File: src/rtl/qbmes_pkg.sv
package qbmes_pkg;

	localparam int COORD_W     = 16;
	localparam int T_W         = 17;
	localparam int DIST_W      = 36;
	localparam int ROOT_W      = DIST_W / 2;
	localparam int SPLIT_W     = 10;
	localparam int CFG_IDX_W   = 3;
	localparam int QUEUE_DEPTH = 4;

	localparam int MAX_POINTS_DEF  = 1024;
	localparam int T_FRAC_BITS_DEF = 16;

	typedef enum logic [CFG_IDX_W-1:0] {
		CFG_START_X = 3'd0,
		CFG_START_Y = 3'd1,
		CFG_MID_X   = 3'd2,
		CFG_MID_Y   = 3'd3,
		CFG_END_X   = 3'd4,
		CFG_END_Y   = 3'd5
	} cfg_reg_t;

	typedef enum logic {
		BK_RUN,
		BK_ROOT
	} back_state_t;

	typedef struct packed {
		logic [DIST_W-1:0] dsq;
		logic              last;
	} dist_entry_t;

endpackage

File: src/rtl/qbmes_queue.sv
module qbmes_queue (
	input  logic                   clk,
	input  logic                   arst_n,
	input  logic                   wr,
	input  qbmes_pkg::dist_entry_t wr_data,
	input  logic                   rd,
	output qbmes_pkg::dist_entry_t rd_data,
	output logic                   full,
	output logic                   empty
);

	localparam int DEPTH = qbmes_pkg::QUEUE_DEPTH;
	localparam int AW    = $clog2(DEPTH);
	localparam int NW    = $clog2(DEPTH + 1);

	qbmes_pkg::dist_entry_t slot_q [DEPTH];
	logic [AW-1:0] wp_q, rp_q;
	logic [NW-1:0] cnt_q;
	logic          do_wr, do_rd;

	assign full  = (cnt_q == NW'(DEPTH));
	assign empty = (cnt_q == '0);
	assign do_wr = wr && !full;
	assign do_rd = rd && !empty;
	assign rd_data = slot_q[rp_q];

	always_ff @(posedge clk or negedge arst_n) begin
		if (!arst_n) begin
			wp_q  <= '0;
			rp_q  <= '0;
			cnt_q <= '0;
		end else begin
			if (do_wr)
				wp_q <= (wp_q == AW'(DEPTH - 1)) ? '0 : wp_q + 1'b1;
			if (do_rd)
				rp_q <= (rp_q == AW'(DEPTH - 1)) ? '0 : rp_q + 1'b1;
			if (do_wr && !do_rd)
				cnt_q <= cnt_q + 1'b1;
			else if (do_rd && !do_wr)
				cnt_q <= cnt_q - 1'b1;
		end
	end

	always_ff @(posedge clk) begin
		if (do_wr)
			slot_q[wp_q] <= wr_data;
	end

endmodule

File: config.mk
export PLATFORM = sky130hd
export DESIGN_NAME = qbmes_queue
export DESIGN_NICKNAME = d
export VERILOG_FILES = /design/src/rtl/qbmes_pkg.sv /design/src/rtl/qbmes_queue.sv
export SDC_FILE = /design/constraint.sdc
export NUM_CORES = 1
export LEC_CHECK = 0
export BUFFER_PORTS_ARGS = -buffer_cell sky130_fd_sc_hd__buf_4
export CORE_ASPECT_RATIO = 0.75
export CORE_UTILIZATION = 40
export DETAILED_ROUTE_END_ITERATION = 6
export GPL_ROUTABILITY_DRIVEN = 0
export MAX_ROUTING_LAYER = met4
export PLACE_DENSITY = 0.65
export SLEW_MARGIN = 15
export SYNTH_ARGS = -nofsm -noshare
export SYNTH_HDL_FRONTEND = slang
export SYNTH_SLANG_ARGS = --single-unit
File: constraint.sdc
create_clock -name clk -period 2.85 [get_ports clk]
set_clock_uncertainty 0.1 [all_clocks]
set_input_delay 0.57 -clock clk [delete_from_list [all_inputs] [get_ports clk]]
set_output_delay 0.57 -clock clk [all_outputs]
set_load 0.05 [all_outputs]
==> metrics <==
status finished clean; post-place instance area approximately 0.0067 mm^2; Setup TNS 0 ps; CTS tree built; worst-path maximum fanout 23; Mapped Cells 230; Final Critical Period 2633 ps; Post-Route WL between 10,000 and 15,000 um; cell taking the most area after synthesis edfxtp_1; Max VDD drop around 540 uV; vias in the first global route 2,858; Final Max Slew Viols 0; DR pass1 iterations 4; Root Buffer clkbuf_16; reg-to-reg slack, setup 690 ps; Syn Area/Cell between 20 and 30 um^2; Synth Net Count approximately 280; largest cells by area after synthesis edfxtp_1 (77%), mux4_2 (14%), dfrtp_1 (3.0%); ys async rst share 0.04516; Max Buffers Root-to-Sink 2; first-pass GRT wire length 15,880 um; core area 0.01393 mm^2; reg2reg start cnt_q[0]$_DFFE_PN0P_; layout overhead on the synthesized area 26.43%; slowest CP cell dfrtp_2; WP data required roughly 2200 ps; initial antenna violation count 0; Synth Flop Type edfxtp_1; share of cells above drive strength 1 0.4913; FILL cells around 1,100; Starting Density 0.4164; gr ovfl total 0; Num CTS Buffers 17; DP HPWL roughly 6200 um; synthesized cell area around 0.0058 mm^2; Worst Setup Start Kind flop; CP top delay family flip-flops; worst reg2reg path depth 7; PD cells about 1200 mW/mm^2; CTS resizes 0; synth unique cells 22; Crit path depth 3; Buffers on Ports 79; FF-to-FF End cnt_q[2]$_DFFE_PN0P_; critical path capture point rd_data[9]; Die Area 0.01500 mm^2; Post-synth EDFFs 148; TritonCTS Sinks about 160; Setup crit start rp_q[1]$_DFFE_PN0P_; final period utilization 0.9238; Final Hold Fails 0; synthesis-stage register bit count roughly 160; n_diodes 0; fmax ~0.38 GHz; fraction of the mapped netlist area in compound gates 0.004959; routed len/inst around 19 um; Boundary Pins 80; peak per-stage delay on the critical path roughly 750 ps; adder-cell share of the synthesized area 0.01639; FP Rows 37; post-CTS setup buffer count 0; Critical Path, Cell by Cell buf_12 -> mux4_2 -> buf_4; H-tree Lvls 4; CTS clk-pin slew, worst paths ~60 ps; Arrival @ worst endpoint 1960 ps; Slew @ Worst Pin about 600 ps; leakage power 0.002565 uW; Avg Vias per Cell just under 5; CTS Hold Bufs 1; Seq/Total Area, Yosys 0.7960; post-synthesis mux area share 0.1527; Antenna Nets Post-Route 0; headroom to the max-slew limit 0.6011; most instantiated library cell after synthesis edfxtp_1; CP Buf/Inv Count 2; yosys warns 0; endpoint class of the critical path output pin; final setup violation count 0; die width between 100 and 150 um; largest family of logic cells by synthesized area multiplexers; simple-gate share of the synthesized area 0.01380; MaxCap Viol Count 0; crit path kind reg2out; via count approximately 2,600; post-route cell area roughly 0.0073 mm^2; RSZ-0062 raised after global routing no; post-synthesis xor/xnor area fraction 0.004528; Hold Crit Class in2reg; DR iter-0 viols 161; Clk Latency, worst-skew pair slightly above 400 ps; largest net degree at the start of global routing 38; Util after Layout 0.5265; Post-synth top cells edfxtp_1 (148), mux4_2 (37), dfrtp_1 (7); # nets final about 380; GRT Resource Usage Total 0.1541; Die Ht 106.3 um; DR DRC count 0; share of the synthesized area in the top cell type 0.7658
-- worst register-to-register path, delay by kind of cell, from the launching register on --
family | cells | cell delay, ps
AO/OA/AOI/OAI | 1 | 390
XOR/XNOR | 2 | 320
adder cells (fa/ha/maj) | 2 | 620
buffers and inverters | 1 | 60
flip-flops | 1 | 490
AND/OR/NAND/NOR | 1 | 120
-- cell families (layout without fill, tap and decap cells) --
group / Yosys count / count (layout)
buf+inv: 11 / 125
xor+xnor: 3 / 3
compound gates: 2 / 2
mux: 41 / 41
fa+ha+maj: 7 / 7
simple gates: 11 / 11
flops: 155 / 155
-- placed cells by master (no fill, tap or decap), drive strengths merged --
cell type / count
clkinvlp: 1
mux2: 4
nor3b: 1
o31ai: 1
ha: 6
edfxtp: 148
fa: 1
clkinv: 7
mux4: 37
nor2: 3
nor2b: 1
xor2: 2
clkbuf: 20
nand2: 1
and2: 3
dfrtp: 7
dlygate4sd3: 1
buf: 89
inv: 3
bufinv: 4
nor3: 2
xnor2: 1
a21o: 1
-- area by class of cell --
type | instances | area [um^2] | area share
Multi-Input combinational cell | 64 | 1124 | 0.1531
Inverter | 3 | 11.26 | 0.001535
Sequential cell | 155 | 4622 | 0.6299
Clock inverter | 12 | 173.9 | 0.02370
Timing Repair Buffer | 90 | 715.7 | 0.09754
Tap cell | 195 | 244.0 | 0.03325
Clock buffer | 20 | 446.7 | 0.06088
-- worst min-delay path by stage --
stage	from	endpoint	slack, ps	cells past startpoint
6_report	wr_data[18]	slot_q[2][18]$_DFFE_PP_	250	1
5_1_grt	wr_data[4]	slot_q[1][4]$_DFFE_PP_	230	1
4_1_cts	wr_data[18]	slot_q[2][18]$_DFFE_PP_	240	1
3_5_place_dp	arst_n	wp_q[1]$_DFFE_PN0P_	290	1
3_3_place_gp	arst_n	wp_q[0]$_DFFE_PN0P_	290	1
2_1_floorplan	arst_n	cnt_q[0]$_DFFE_PN0P_	170	0
-- layer usage --
layer | track usage | up-vias | part of all wire
li1 | - | 1173 | -
met1 | 0.1915 | 1376 | 0.45
met2 | 0.2298 | 79 | 0.48
met3 | 0.05766 | 13 | 0.057
met4 | 0.06056 | 0 | 0.010
met5 | - | - | 0
-- report_power, final --
group	internal, uW	switching [uW]	total [uW]
clock	1490	855	2340
sequential	3020	223	3240
combinational	1260	2180	3440
total	5760	3260	9020
-- stage by stage --
step	setup WS, ps	hold slack (ps)	cells	power [uW]
2_1_floorplan	39.28	174.4	230	5746
3_3_place_gp	629.8	291.4	506	6728
3_5_place_dp	614.2	293.9	506	6774
4_1_cts	166.9	237.1	539	9128
5_1_grt	103.1	232.8	539	9389
6_report	217.2	254.8	539	9016
-- flip-flops by register name (all words and copies together) (netlist names) --
register and count:
wp_q 2, slot_q 148, cnt_q 3, rp_q 2
Note: power is estimated with default switching activity, not from simulation.
