--- src/rtl/qbmes_pkg.sv ---
package qbmes_pkg;

	localparam int COORD_W     = 16;
	localparam int T_W         = 17;
	localparam int DIST_W      = 36;
	localparam int ROOT_W      = DIST_W / 2;
	localparam int SPLIT_W     = 10;
	localparam int CFG_IDX_W   = 3;
	localparam int QUEUE_DEPTH = 4;

	localparam int MAX_POINTS_DEF  = 1024;
	localparam int T_FRAC_BITS_DEF = 16;

	typedef enum logic [CFG_IDX_W-1:0] {
		CFG_START_X = 3'd0,
		CFG_START_Y = 3'd1,
		CFG_MID_X   = 3'd2,
		CFG_MID_Y   = 3'd3,
		CFG_END_X   = 3'd4,
		CFG_END_Y   = 3'd5
	} cfg_reg_t;

	typedef enum logic {
		BK_RUN,
		BK_ROOT
	} back_state_t;

	typedef struct packed {
		logic [DIST_W-1:0] dsq;
		logic              last;
	} dist_entry_t;

endpackage

--- src/rtl/qbmes_isqrt.sv ---
module qbmes_isqrt (
	input  logic                              clk,
	input  logic                              arst_n,
	input  logic                              start,
	input  logic [qbmes_pkg::DIST_W-1:0]      value,
	output logic                              done,
	output logic [qbmes_pkg::ROOT_W-1:0]      root
);

	localparam int VW = qbmes_pkg::DIST_W;

	logic [VW-1:0] rem_q, res_q, bit_q;
	logic          busy_q, done_q;
	logic [VW:0]   trial;
	logic          take;

	// one result bit per cycle, highest first
	assign trial = {1'b0, res_q} + {1'b0, bit_q};
	assign take  = {1'b0, rem_q} >= trial;

	always_ff @(posedge clk or negedge arst_n) begin
		if (!arst_n) begin
			busy_q <= 1'b0;
			done_q <= 1'b0;
		end else if (start) begin
			busy_q <= 1'b1;
			done_q <= 1'b0;
		end else if (busy_q && bit_q[0]) begin
			busy_q <= 1'b0;
			done_q <= 1'b1;
		end
	end

	always_ff @(posedge clk) begin
		if (start) begin
			rem_q <= value;
			res_q <= '0;
			bit_q <= VW'(1) << (VW - 2);
		end else if (busy_q) begin
			if (take) begin
				rem_q <= rem_q - trial[VW-1:0];
				res_q <= (res_q >> 1) + bit_q;
			end else begin
				res_q <= res_q >> 1;
			end
			bit_q <= bit_q >> 2;
		end
	end

	assign done = done_q;
	assign root = res_q[qbmes_pkg::ROOT_W-1:0];

endmodule

--- src/rtl/qbmes_back.sv ---
module qbmes_back #(
	parameter int MAX_POINTS = qbmes_pkg::MAX_POINTS_DEF
) (
	input  logic                              clk,
	input  logic                              arst_n,
	input  logic                              q_empty,
	input  qbmes_pkg::dist_entry_t            q_data,
	output logic                              q_pop,
	input  logic                              pop,
	output logic                              empty,
	output logic [qbmes_pkg::ROOT_W-1:0]      max_distance,
	output logic [qbmes_pkg::SPLIT_W-1:0]     split_index
);

	localparam int CW  = $clog2(MAX_POINTS + 1);
	localparam int IW  = $clog2(MAX_POINTS);
	localparam int SW  = (CW > qbmes_pkg::SPLIT_W) ? CW : qbmes_pkg::SPLIT_W;
	localparam int VW  = qbmes_pkg::DIST_W;

	qbmes_pkg::back_state_t state_q, state_d;

	logic [VW-1:0]                   best_q, best_n;
	logic [IW-1:0]                   idx_q, idx_n, idx_cur;
	logic                            found_q, found_n;
	logic [CW-1:0]                   cnt_q, cnt_n;
	logic                            bigger, below_max;
	logic [CW-1:0]                   split_sel;
	logic [SW-1:0]                   split_wide;
	logic [qbmes_pkg::SPLIT_W-1:0]   split_q;
	logic                            out_valid_q;
	logic [qbmes_pkg::ROOT_W-1:0]    out_dist_q;
	logic [qbmes_pkg::SPLIT_W-1:0]   out_split_q;
	logic                            root_start, root_done, load_out;
	logic [qbmes_pkg::ROOT_W-1:0]    root;

	qbmes_isqrt u_isqrt (
		.clk    (clk),
		.arst_n (arst_n),
		.start  (root_start),
		.value  (best_n),
		.done   (root_done),
		.root   (root)
	);

	always_comb begin
		below_max  = cnt_q < CW'(MAX_POINTS);
		idx_cur    = below_max ? cnt_q[IW-1:0] : IW'(MAX_POINTS - 1);
		bigger     = q_data.dsq > best_q;
		best_n     = bigger ? q_data.dsq : best_q;
		idx_n      = bigger ? idx_cur : idx_q;
		found_n    = found_q || bigger;
		cnt_n      = below_max ? cnt_q + 1'b1 : cnt_q;
		split_sel  = found_n ? CW'(idx_n) : (cnt_n >> 1);
		split_wide = SW'(split_sel);
	end

	always_comb begin
		state_d    = state_q;
		q_pop      = 1'b0;
		root_start = 1'b0;
		load_out   = 1'b0;
		case (state_q)
			qbmes_pkg::BK_RUN: begin
				q_pop = !q_empty;
				if (!q_empty && q_data.last) begin
					root_start = 1'b1;
					state_d    = qbmes_pkg::BK_ROOT;
				end
			end
			qbmes_pkg::BK_ROOT: begin
				if (root_done && (!out_valid_q || pop)) begin
					load_out = 1'b1;
					state_d  = qbmes_pkg::BK_RUN;
				end
			end
			default: state_d = qbmes_pkg::BK_RUN;
		endcase
	end

	always_ff @(posedge clk or negedge arst_n) begin
		if (!arst_n) begin
			state_q     <= qbmes_pkg::BK_RUN;
			best_q      <= '0;
			idx_q       <= '0;
			found_q     <= 1'b0;
			cnt_q       <= '0;
			out_valid_q <= 1'b0;
		end else begin
			state_q <= state_d;
			if (q_pop) begin
				if (q_data.last) begin
					best_q  <= '0;
					idx_q   <= '0;
					found_q <= 1'b0;
					cnt_q   <= '0;
				end else begin
					best_q  <= best_n;
					idx_q   <= idx_n;
					found_q <= found_n;
					cnt_q   <= cnt_n;
				end
			end
			if (load_out)
				out_valid_q <= 1'b1;
			else if (pop)
				out_valid_q <= 1'b0;
		end
	end

	always_ff @(posedge clk) begin
		if (root_start)
			split_q <= split_wide[qbmes_pkg::SPLIT_W-1:0];
		if (load_out) begin
			out_dist_q  <= root;
			out_split_q <= split_q;
		end
	end

	assign empty        = !out_valid_q;
	assign max_distance = out_dist_q;
	assign split_index  = out_split_q;

endmodule

--- config.mk ---
export PLATFORM = sky130hd
export DESIGN_NAME = qbmes_back
export DESIGN_NICKNAME = d
export VERILOG_FILES = /design/src/rtl/qbmes_pkg.sv /design/src/rtl/qbmes_isqrt.sv /design/src/rtl/qbmes_back.sv
export SDC_FILE = /design/constraint.sdc
export NUM_CORES = 1
export LEC_CHECK = 0
export BUFFER_PORTS_ARGS = -buffer_cell sky130_fd_sc_hd__buf_2
export CAP_MARGIN = 20
export CORE_MARGIN = 5
export CORE_UTILIZATION = 30
export DETAILED_ROUTE_END_ITERATION = 16
export PLACE_DENSITY = 0.55
export RECOVER_POWER = 25
export SYNTH_ARGS = -nofsm -noshare
export SYNTH_HDL_FRONTEND = slang
export SYNTH_SLANG_ARGS = --single-unit
--- constraint.sdc ---
create_clock -name clk -period 9.3 [get_ports clk]
set_input_delay 0.465 -clock clk [delete_from_list [all_inputs] [get_ports clk]]
set_output_delay 0.465 -clock clk [all_outputs]
set_load 0.01 [all_outputs]
==> reports/metrics.cfg <==
[placed_design]
post_dp_cell_area_um2 = 13900
dp_slack_ps = 3230
post-dp-hpwl_mm = 23.8
place_inst = 2013
io_buffer_count = 70
gp_routability_congestion = 0.853

[worst_setup_path]
worstSetupPathType = reg2reg
endpoint_kind = flop
regToRegSetupSlack_ps = 3090
worstSetupStartpointType = flop
worstRegToRegCells = 24
critPathLaunch = u_isqrt.bit_q[0]$_SDFFE_PP0P_
rr_startpoint = u_isqrt.bit_q[0]$_SDFFE_PP0P_
cp.arrival_ps = 6310
setup.worst_path.end = u_isqrt.rem_q[13]$_DFFE_PP_
timing.rr.end = u_isqrt.rem_q[13]$_DFFE_PP_
cp.required_ps = 9400
path_max_fanout = 36

[clock_network]
post_cts_buffers = 0
cts_buffers = 17
h-tree-depth = 4
cts.repair.resized = 0
cts_tree = yes
root_buffer = clkbuf_16
ctsLongestPathBuffers = 2
cts_hold_buf = 1
clk_pin_slew_ps = 70
clk_latency_ps = 470
clock-sinks = 190

[timing]
rsz0062_at_grt = false
worst_pin_slew_ps = 3260
final_max_slew_viol_count = 83
fin_worst_skew_ps = 14.5
hold_viol = 0
final-setup-viol-count = 0
min_period_ps = 6210
tns_ps = 0
fmax_ghz = 0.161
fin_ws_ps = 3090
relSlewSlack = -1.17
min_period_over_period = 0.668
timing.hold.ws_ps = 193

[logic_synthesis]
yosys_warnings = 0
avgSynthCellArea_um2 = 9.16
synth_ff_type = edfxtp_1
synth_seq_cells = 190
netlist_instances = 1417
syn_area_um2 = 13000
synth.net_count = 1570
synth_cell_types = 71
synth_edf_count = 74
async_reset_ff_frac = 0.326
synth-seq-area-share = 0.374

[power]
p_int_mw = 3.10
switching_power_mw = 2.58
comb_power_share = 0.588
leakagePower_nw = 5.83
peakVddDrop_mv = 0.175
pwr-share-seq = 0.284
finalPower_mw = 5.68
p_clk_frac = 0.128
p_per_area_nw_per_um2 = 394
swShare = 0.454

[drt]
firstDrtPassIters = 5
drc = 0
wl_per_cell_um = 16.3
dr_total_vias = 10476
ant_nets = 0
drtIter0Drc = 637
viasPerCell = 5.12
wirelength_mm = 33.3

[cells_and_area]
area_growth_pct = 11.0
design_area_um2 = 14400
fin_util = 0.335
drive_above_1_share = 0.0794
fin_cells = 2046
nets = 1601
diodes = 0
final_common_cell = nor2_1
final_cell_mix = 148 x nor2_1, 120 x a21oi_1, 111 x ha_1

[floorplanning]
io-pin-count = 71
core_area_um2 = 43000
core.rowCount = 76
die_x_um = 218
start_util = 0.302
die_h_um = 218
die-area_um2 = 47500

[run_status]
status = finished, violations left
violations = capacitance limit, slew limit

[job]
maxCapViolCount = 2

[global_routing]
grt_start_max_net_pins = 59
grt_use_total = 0.142
first_global_vias = 10180
antenna_found_initial = 0
overflow = 0
grt_first_pass_wirelength_mm = 54.9

[hold_path]
hp-class = in2reg

==> registers in the layout, indices dropped and copies added, names as in the netlist <==
name            count
state_q             1
u_isqrt.bit_q      18
u_isqrt.done        1
cnt_q              11
found_q             1
u_isqrt.busy_q      1
u_isqrt.res_q      36
out_valid_q         1
max_distance       18
idx_q              10
split_q            10
best_q             36
u_isqrt.rem_q      36
split_index        10
==> layout make-up <==
class                           instances  area, µm²
Clock buffer                           19        433
Clock inverter                         13        129
Fill cell                            4497      28600
Inverter                               54        204
Multi-Input combinational cell       1101       7640
Sequential cell                       190       4860
Tap cell                              585        732
Timing Repair Buffer                   84        417
==> synthesized netlist by cell type, types with 9 or more instances <==
| library cell | n | area [µm²] |
|---|---|---|
| a22o_1 | 33 | 289 |
| mux2_2 | 12 | 135 |
| nor3b_1 | 16 | 120 |
| dfxtp_1 | 54 | 1080 |
| nor2b_1 | 12 | 75.1 |
| a211oi_1 | 31 | 233 |
| o21bai_1 | 11 | 82.6 |
| nand2_1 | 87 | 327 |
| nor3_1 | 30 | 150 |
| nand4_1 | 25 | 156 |
| mux2i_1 | 60 | 601 |
| dfrtp_1 | 62 | 1550 |
| and3_1 | 11 | 68.8 |
| xor2_1 | 38 | 333 |
| xnor2_1 | 55 | 482 |
| nand2b_1 | 9 | 56.3 |
| o21ai_0 | 84 | 420 |
| a21oi_1 | 120 | 601 |
| edfxtp_1 | 74 | 2220 |
| a21o_1 | 40 | 300 |
| a31oi_1 | 31 | 194 |
| nand3_1 | 22 | 110 |
| nor2_1 | 149 | 559 |
| o22ai_1 | 10 | 62.6 |
| ha_1 | 111 | 1390 |
| inv_1 | 52 | 195 |
| clkbuf_1 | 55 | 206 |
| o31ai_1 | 15 | 113 |
==> power by group through the flow <==
stage	clock network, mW	registers (mW)	logic [mW]
3_3_place_gp	0	1.62	3.28
6_report	0.725	1.62	3.34
2_1_floorplan	0	1.52	2.66
3_5_place_dp	0	1.63	3.30
5_1_grt	0.780	1.66	3.75
4_1_cts	0.751	1.62	3.34
==> worst max-delay path, stage by stage (launching register included) <==
cell and delay (ps):
dfxtp_1 400, ha_1 220, ha_1 190, a21oi_1 130
o31ai_2 330, a311oi_2 210, o31ai_4 370, a21oi_2 110
a211oi_2 290, nor2b_1 170, o21ai_0 100, xor2_1 180
ha_1 400, a21o_1 210, a21o_1 150, a21o_1 160
nand2b_1 130, o22ai_1 80, a21o_1 210, o31a_1 280
buf_4 220, nor2_4 510, nand2_1 160, nand2_1 100
buf_4 440
==> cell families after synthesis <==
kind of cell,after synthesis,share of synthesized area
compound gates,436,0.220
simple gates,388,0.139
flops,190,0.374
buf+inv,126,0.0390
fa+ha+maj,112,0.109
xor+xnor,93,0.0627
mux,72,0.0567
==> per-layer routing <==
metal	vias to the layer above	track usage	wire [µm]
met4	0	0.0421	500
met5	-	0	0
met3	24	0.0229	1250
li1	5301	-	-
met1	4953	0.204	16800
met2	198	0.219	14800
==> how the worst min path moves through the flow <==
stage	from	end	slack (ps)	cells past startpoint
after floorplan	arst_n	best_q[0]$_DFFE_PN0P_	170	0
after global placement	arst_n	out_valid_q$_DFFE_PN0P_	360	1
after detailed placement	arst_n	found_q$_DFFE_PN0P_	360	1
after CTS	pop	out_valid_q$_DFFE_PN0P_	160	2
after global routing	pop	out_valid_q$_DFFE_PN0P_	180	2
final	pop	out_valid_q$_DFFE_PN0P_	190	2
Power figures use the tool's default switching activity.
